## config.mk

```make
export PLATFORM = sky130hd
export DESIGN_NAME = pip_cell
export DESIGN_NICKNAME = d
export VERILOG_FILES = /design/src/hw/rtl/pip_pkg.sv /design/src/hw/rtl/pip_cell.sv
export VERILOG_INCLUDE_DIRS = /design/src /design/src/hw/rtl
export SDC_FILE = /design/constraint.sdc
export NUM_CORES = 2
export LEC_CHECK = 0
export ABC_AREA = 1
export BUFFER_PORTS_ARGS = -buffer_cell sky130_fd_sc_hd__buf_2
export CAP_MARGIN = 30
export CORE_MARGIN = 2
export CORE_UTILIZATION = 40
export DETAILED_ROUTE_END_ITERATION = 8
export HOLD_SLACK_MARGIN = 0.08
export PLACE_DENSITY = 0.66
export SLEW_MARGIN = 5
export SYNTH_ARGS = -nofsm -noshare
export SYNTH_HDL_FRONTEND = slang
export SYNTH_SLANG_ARGS = --single-unit
export TNS_END_PERCENT = 50
```

## constraint.sdc

```tcl
create_clock -name clk -period 10.1 [get_ports clk]
set_input_delay 2.525 -clock clk [delete_from_list [all_inputs] [get_ports clk]]
set_output_delay 2.525 -clock clk [all_outputs]
set_load 0.01 [all_outputs]
```

## src/hw/rtl/assert_macros.svh

```systemverilog
// assertion macros shared by the point-in-polygon rtl
`ifndef ASSERT_MACROS_SVH
`define ASSERT_MACROS_SVH

// condition holds at every clock edge out of reset
`define PIP_ASSERT_SAME(name, ante, cons, msg) \
	name: assert property (@(posedge clk) disable iff (!arst_n) (ante) |-> (cons)) \
		else $error(msg);

// condition holds at the clock edge after the trigger
`define PIP_ASSERT_NEXT(name, ante, cons, msg) \
	name: assert property (@(posedge clk) disable iff (!arst_n) (ante) |=> (cons)) \
		else $error(msg);

`endif

```

## src/hw/rtl/pip_pkg.sv

```systemverilog
// shared constants, types and helpers of the point-in-polygon ray cast block
`default_nettype none

package pip_pkg;

	localparam int MAX_VERTICES = 6;
	localparam int COORD_BITS   = 12;
	localparam int RAY_FAR_X    = 10000;
	localparam int MIN_VERTICES = 3;
	localparam int VERTEX_REGS  = 6;

	localparam int VTX_W      = 2 * COORD_BITS;
	localparam int CNT_W      = 3;
	localparam int CFG_IDX_W  = 3;
	localparam int CFG_DATA_W = (VTX_W > CNT_W) ? VTX_W : CNT_W;

	// signed widths of coordinate differences, cross products and their difference
	localparam int FAR_W  = $clog2(RAY_FAR_X + 1) + 1;
	localparam int DIFF_W = (COORD_BITS + 1 > FAR_W) ? COORD_BITS + 1 : FAR_W;
	localparam int PROD_W = 2 * DIFF_W;
	localparam int SUM_W  = PROD_W + 1;

	localparam logic [CFG_IDX_W-1:0] REG_VERTEX_COUNT = CFG_IDX_W'(0);
	localparam logic [CFG_IDX_W-1:0] REG_VERTEX_A     = CFG_IDX_W'(1);

	typedef logic [COORD_BITS-1:0]    coord_t;
	typedef logic signed [DIFF_W-1:0] diff_t;
	typedef logic signed [PROD_W-1:0] prod_t;
	typedef logic signed [SUM_W-1:0]  sum_t;

	typedef enum logic [1:0] {
		TURN_COL,
		TURN_POS,
		TURN_NEG
	} turn_t;

	// query point travelling down the edge chain with its running verdict
	typedef struct packed {
		coord_t px;
		coord_t py;
		logic   done;
		logic   res;
		logic   par;
	} tok_t;

	localparam diff_t FAR_S = diff_t'(RAY_FAR_X);

	function automatic diff_t widen(input coord_t c);
		return diff_t'(c);
	endfunction

	function automatic turn_t turn_of(input sum_t v);
		turn_t t;
		if (v == '0) begin
			t = TURN_COL;
		end else if (!v[SUM_W-1]) begin
			t = TURN_POS;
		end else begin
			t = TURN_NEG;
		end
		return t;
	endfunction

	// q inside the bounding box of segment a-b
	function automatic logic in_box(input diff_t ax, input diff_t ay, input diff_t qx,
			input diff_t qy, input diff_t bx, input diff_t by);
		return (qx <= ax || qx <= bx) && (qx >= ax || qx >= bx) &&
			(qy <= ay || qy <= by) && (qy >= ay || qy >= by);
	endfunction

endpackage

`default_nettype wire

```

## src/hw/rtl/pip_cell.sv

```systemverilog
// one edge cell: holds a vertex, tests its edge against the ray in two stages
`default_nettype none
`include "assert_macros.svh"

module pip_cell import pip_pkg::*; (
	input  logic             clk,
	input  logic             arst_n,
	input  logic             cfg_sel,
	input  logic [VTX_W-1:0] cfg_data,
	output logic [VTX_W-1:0] vtx,
	input  logic [VTX_W-1:0] vtx_next,
	input  logic             act,
	input  logic             in_valid,
	output logic             in_ready,
	input  tok_t             in_tok,
	output logic             out_valid,
	input  logic             out_ready,
	output tok_t             out_tok
);

	logic [VTX_W-1:0] vtx_q;

	logic  valid_s1, valid_s2;
	tok_t  tok_s1, tok_s2;
	logic  act_s1;
	prod_t p_dyq_s1, p_dxb_s1, p_far_s1, p_c1_s1, p_c2_s1;
	logic  ay_gt_s1, ay_lt_s1, by_gt_s1, by_lt_s1;
	logic  box_apb_s1, box_adb_s1, box_pad_s1, box_pbd_s1;

	logic  ld1, ld2;
	diff_t ax, ay, bx, by, qx, qy;
	diff_t dy_ab, dx_ab;
	sum_t  v1, v2, v3;
	turn_t o1, o2, o3, o4;
	logic  meet;
	tok_t  nxt_tok;

	always_ff @(posedge clk or negedge arst_n) begin
		if (!arst_n) begin
			vtx_q <= '0;
		end else if (cfg_sel) begin
			vtx_q <= cfg_data;
		end
	end

	assign vtx = vtx_q;

	assign ld2      = !valid_s2 || out_ready;
	assign ld1      = !valid_s1 || ld2;
	assign in_ready = ld1;

	assign ax    = widen(vtx_q[COORD_BITS-1:0]);
	assign ay    = widen(vtx_q[VTX_W-1:COORD_BITS]);
	assign bx    = widen(vtx_next[COORD_BITS-1:0]);
	assign by    = widen(vtx_next[VTX_W-1:COORD_BITS]);
	assign qx    = widen(in_tok.px);
	assign qy    = widen(in_tok.py);
	assign dy_ab = by - ay;
	assign dx_ab = bx - ax;

	always_ff @(posedge clk or negedge arst_n) begin
		if (!arst_n) begin
			valid_s1 <= 1'b0;
			valid_s2 <= 1'b0;
		end else begin
			if (ld1) begin
				valid_s1 <= in_valid;
			end
			if (ld2) begin
				valid_s2 <= valid_s1;
			end
		end
	end

	// stage 1: cross products of the edge with the point and the far end, height compares and box tests
	always_ff @(posedge clk) begin
		if (ld1) begin
			tok_s1     <= in_tok;
			act_s1     <= act;
			p_dyq_s1   <= dy_ab * (qx - bx);
			p_dxb_s1   <= dx_ab * (qy - by);
			p_far_s1   <= dy_ab * (FAR_S - bx);
			p_c1_s1    <= (qy - ay) * (bx - qx);
			p_c2_s1    <= (qx - ax) * (by - qy);
			ay_gt_s1   <= ay > qy;
			ay_lt_s1   <= ay < qy;
			by_gt_s1   <= by > qy;
			by_lt_s1   <= by < qy;
			box_apb_s1 <= in_box(ax, ay, qx, qy, bx, by);
			box_adb_s1 <= in_box(ax, ay, FAR_S, qy, bx, by);
			box_pad_s1 <= in_box(qx, qy, ax, ay, FAR_S, qy);
			box_pbd_s1 <= in_box(qx, qy, bx, by, FAR_S, qy);
		end
	end

	// stage 2: orientation signs, intersection and verdict update
	assign v1 = sum_t'(p_dyq_s1) - sum_t'(p_dxb_s1);
	assign v2 = sum_t'(p_far_s1) - sum_t'(p_dxb_s1);
	assign v3 = sum_t'(p_c1_s1) - sum_t'(p_c2_s1);

	always_comb begin
		o1 = turn_of(v1);
		o2 = turn_of(v2);
		// the ray is horizontal, so its own turns only need the vertex height
		o3 = ay_gt_s1 ? TURN_NEG : (ay_lt_s1 ? TURN_POS : TURN_COL);
		o4 = by_gt_s1 ? TURN_NEG : (by_lt_s1 ? TURN_POS : TURN_COL);
		meet = (o1 != o2 && o3 != o4) ||
			(o1 == TURN_COL && box_apb_s1) ||
			(o2 == TURN_COL && box_adb_s1) ||
			(o3 == TURN_COL && box_pad_s1) ||
			(o4 == TURN_COL && box_pbd_s1);
		nxt_tok = tok_s1;
		if (act_s1 && !tok_s1.done && meet) begin
			if (v3 == '0) begin
				nxt_tok.done = 1'b1;
				nxt_tok.res  = box_apb_s1;
			end else begin
				nxt_tok.par = !tok_s1.par;
			end
		end
	end

	always_ff @(posedge clk) begin
		if (ld2) begin
			tok_s2 <= nxt_tok;
		end
	end

	assign out_valid = valid_s2;
	assign out_tok   = tok_s2;

	`PIP_ASSERT_NEXT(a_done_kept, ld2 && valid_s1 && tok_s1.done,
		tok_s2.done && tok_s2.res == $past(tok_s1.res), "settled verdict changed in cell")
	`PIP_ASSERT_NEXT(a_idle_cell, ld2 && valid_s1 && !act_s1,
		tok_s2.par == $past(tok_s1.par) && tok_s2.done == $past(tok_s1.done),
		"unused edge cell altered the token")

endmodule

`default_nettype wire
```

Yosys cells after proc, flatten, opt, wreduce, memory -nomap -nowiden
Cells that the tools add are included.
Word-level totals
  register bits after elaboration: 221
  latch bits: 0
  memory bits (writable): 0
  bits in read-only memories: 0
  input bits: 81
  logic and storage cells: 131
  memories kept: 0
Operators by class
  $add $sub $neg: 12
  multipliers: 5
  div/mod/pow operators: 0
  order comparisons: 28
  equal/unequal tests: 2
  shift-type cells: 0
  mux-type cells: 11
  bitwise operators: 0
  reductions and logical operators: 46
Operators by type and width (count)
  $mul A13 B13 Y26: 4
  $sub A12 B12 Y13: 8
  $ge A12 B12 Y1: 8
  $le A12 B12 Y1: 8
  $logic_not A31 Y1: 3
  $sub A26 B26 Y27: 2
  $sub A28 B26 Y29: 1
  $ge A12 B14 Y1 const B: 2
  $ge A14 B12 Y1 const A: 2
  $le A12 B14 Y1 const B: 2
  $le A14 B12 Y1 const A: 2
  $mul A13 B15 Y28: 1
  $gt A12 B12 Y1: 2
  $lt A12 B12 Y1: 2
  $logic_and A1 B1 Y1: 19
  $logic_or A1 B1 Y1: 16
  $sub A14 B12 Y15 const A: 1
  $mux W2: 7
  $logic_not A2 Y1: 4
  $logic_not A1 Y1: 4
  $ne A2 B2 Y1: 2
  $mux W1: 3
  $mux W3: 1

Logic depth before layout (Yosys ltp)
  depth in word-level cells: 11
  gate-level depth with buffers: 40

Least setup slack after synthesis
Ideal clock, no wire load.
  path kind: input to register
  start point: input port vtx_next[0]
  end point: register, netlist name p_dxb_s1[25]
  setup time: 262 ps
  arrival time: 9323 ps
  data required time: 9838 ps
  setup slack: 514 ps
  cell stages on the path: 33
  cell sequence: inv_1 -> clkbuf_1 -> ha_1 -> fa_1 -> nand3b_1 -> and2_1 -> or2_2 -> nand2_1 -> a21oi_1 -> or2_2 -> nand2_1 -> inv_1 -> nand2_1 -> fa_1 -> fa_1 -> inv_1 -> fa_1 -> fa_1 -> fa_1 -> inv_1 -> fa_1 -> inv_1 -> ha_1 -> a21oi_1 -> o21ai_0 -> a21oi_1 -> o21ai_1 -> a21oi_1 -> o21ai_1 -> a21boi_1 -> o21bai_1 -> a21oi_1 -> xor2_1
Between the ends
  longest elaborated chain between the ends: 2
Ends and longest elaborated chain
  start, declared: RTL line pip_cell.sv:11  | input logic [VTX_W-1:0] vtx_next,
  $sub A12 B12 Y13: RTL line pip_cell.sv:59  | assign dx_ab = bx - ax;
  $mul A13 B13 Y26: RTL line pip_cell.sv:81  | p_dxb_s1 <= dx_ab * (qy - by);
Every way passes these cells.
A chain may end at the register's enable or synchronous reset.

Worst setup path in the final report
  start point: input port vtx_next[0]
  end point: register, netlist name p_dxb_s1[25]
Between the ends
  longest elaborated chain between the ends: 2
Ends and longest elaborated chain (RTL line)
  $sub A12 B12 Y13: pip_cell.sv:59
  $mul A13 B13 Y26: pip_cell.sv:81
Every way passes these cells.

==> results.cfg <==
[status]
status = complete, no violations

[worst_setup_path]
path_buf_inv = 6
worst_setup_path_end_kind = flop
worstSetupPathType = in -> reg
path_delay_family = adder cells
critPathArrivalTime_ns = 9.90
cp-start-kind = input port
cp.required_ns = 10.45
slowest_stage = fa_1
path_max_fanout = 5
cpPeakStageDelay_ns = 0.55
crit_top_cell = fa_1

[clock_network]
root_buffer = clkbuf_16
path_clk_slew_ns = 0.07
numClockSinks = 220
cts_tree = yes
cts_buffer_depth = 3
clkLatencyLatePin_ns = 0.62
numCtsBuffers = 30
cts-resized-gates = 0
hold_buffers = 0
cts_setup_buffers = 0
htreeDepth = 1

[floorplanning]
fp.dieH_um = 352
die_w_um = 352
start_util_pct = 40.3
die_area_mm2 = 0.124
rows = 127
core_area_mm2 = 0.120
ioPinCount = 134

[cells_and_area]
drive_gt1_share_pct = 8.12
num-nets-final = 7645
fin_util_pct = 44.6
areaGrowthSynthToFinish_pct = 10.6
design_area_mm2 = 0.0534
final_cells = 7874

[global_routing]
grt_pass1_vias = 39600
antenna_found_initial = 16
grt_pass1_wl_um = 227000
grt_start_max_net_pins = 73
track_usage_pct = 24.0
grt-ovfl-total = 0

[place]
place_ws_ns = -0.0319
io_buffers = 133
dpl_cell_area_mm2 = 0.0523
place_congestion = 0.992
dp.final_hpwl_um = 126000
dp_cells = 7808

[drt]
wl_um = 146000
via_count = 39700
drt_iter0_markers = 3263
avgRoutedWirePerCell_um = 18.5
drc = 0
ant_nets = 0
first_pass_iters = 6
via_per_inst = 5.05

[synthesis]
ys_async_sr_fraction_pct = 11.8
syn_area_per_cell_um2 = 8.14
synth-warning-count = 0
synth_area_mm2 = 0.0483
synth_seq_area_share_pct = 13.4
synth_nets = 7349
synth_edf_count = 194
yosysUniqueCellTypes = 65
synth_seq_cells = 220
ys.flop_type = edfxtp_1
syn_inst = 5936

[timing]
fin_skew_ns = 0.0145
max_freq_mhz = 105
drv_slew = 0
rsz0062_at_grt = false
relSlewSlack_pct = 42.8
finalHoldViolCount = 0
worst_pin_slew_ns = 0.837
setup_viol = 0
period_share_pct = 94.6
fin_crit_ns = 9.55
worst_slack_ns = 0.546

[flow_run]
max_cap_viol_count = 0

[min_path]
hp-class = reg -> reg
## synthesized netlist by cell type (30+ instances only)
master,count,area (um^2)
a21oi_1,255,1280
clkbuf_1,56,210
edfxtp_1,194,5830
fa_1,793,15900
ha_1,539,6740
inv_1,1434,5380
nand2_1,1227,4610
nand3_1,155,776
nand4_1,42,263
nor2_1,582,2180
o21ai_0,114,571
or2_2,30,188
xnor2_1,71,622
xor2_1,137,1200
## final timing paths
kind / from / endpoint / slack, ns / cells after the start
max: vtx_next[0] / p_dxb_s1[25] / 0.55 / 33
min: nxt_tok[6] / out_tok[6] / 0.41 / 0
max reg2reg: vtx[13] / p_far_s1[23] / 1.96 / 39
min reg2reg: nxt_tok[6] / out_tok[6] / 0.41 / 0
max in group asynchronous: arst_n / vtx[11] / 7.78 / 2
min in group asynchronous: arst_n / vtx[0] / 1.82 / 1
## layout make-up
| class | instances | area [um^2] |
|---|---|---|
| Sequential cell | 220 | 6480 |
| Clock buffer | 33 | 783 |
| Clock inverter | 23 | 278 |
| Tap cell | 1612 | 2020 |
| Inverter | 1464 | 5500 |
| Antenna cell | 6 | 15.0 |
| Timing Repair Buffer | 343 | 2350 |
| Multi-Input combinational cell | 4173 | 36000 |
| Fill cell | 11900 | 66400 |
## metrics by stage
| step | TNS (ns) | hold WS (ns) |
|---|---|---|
| 5_1_grt | 0 | 0.420 |
| 3_5_place_dp | -0.0391 | 0.405 |
| 2_1_floorplan | 0 | 0.400 |
| 3_3_place_gp | 0 | 0.400 |
| 6_report | 0 | 0.408 |
| 4_1_cts | 0 | 0.412 |
## state kept, by name (all words and copies together), names as in the netlist, 3 cells and up
name	cells
tok_s1	3
p_c1_s1	26
p_dyq_s1	26
p_c2_s1	26
p_dxb_s1	26
nxt_tok	24
out_tok	27
p_far_s1	28
vtx	24
## cells in the final DEF, fill, tap and decap left out, types with 112 or more instances in the layout
master / Yosys / final
a21oi_1: 255 / 255
buf_2: 12 / 133
buf_4: 3 / 202
edfxtp_1: 194 / 194
fa_1: 793 / 793
ha_1: 539 / 539
inv_1: 1434 / 1434
nand2_1: 1227 / 1226
nand3_1: 155 / 154
nor2_1: 582 / 582
o21ai_0: 114 / 112
xor2_1: 137 / 137
## kinds of logic after synthesis
family,Yosys count,share of synthesized area (%)
DFF,220,13.4
AOI/OAI and AO/OA,501,5.92
buffers and inverters,1543,12.1
adders and majority gates,1332,46.8
muxes,2,0.0466
xor gates and xnor gates,212,3.91
and+or+nand+nor,2126,17.8
## per-layer routing
metal / up-vias / track usage [%] / wire (um)
li1: 18600 / - / -
met4: 6 / 6.39 / 4290
met2: 1567 / 35.9 / 61500
met1: 19400 / 34.9 / 65800
met5: - / 0 / 27
met3: 215 / 5.10 / 14100
Power is left out: the tool's default activity adds up to more than one toggle a clock period on the data nets, which glitch-free logic cannot reach.
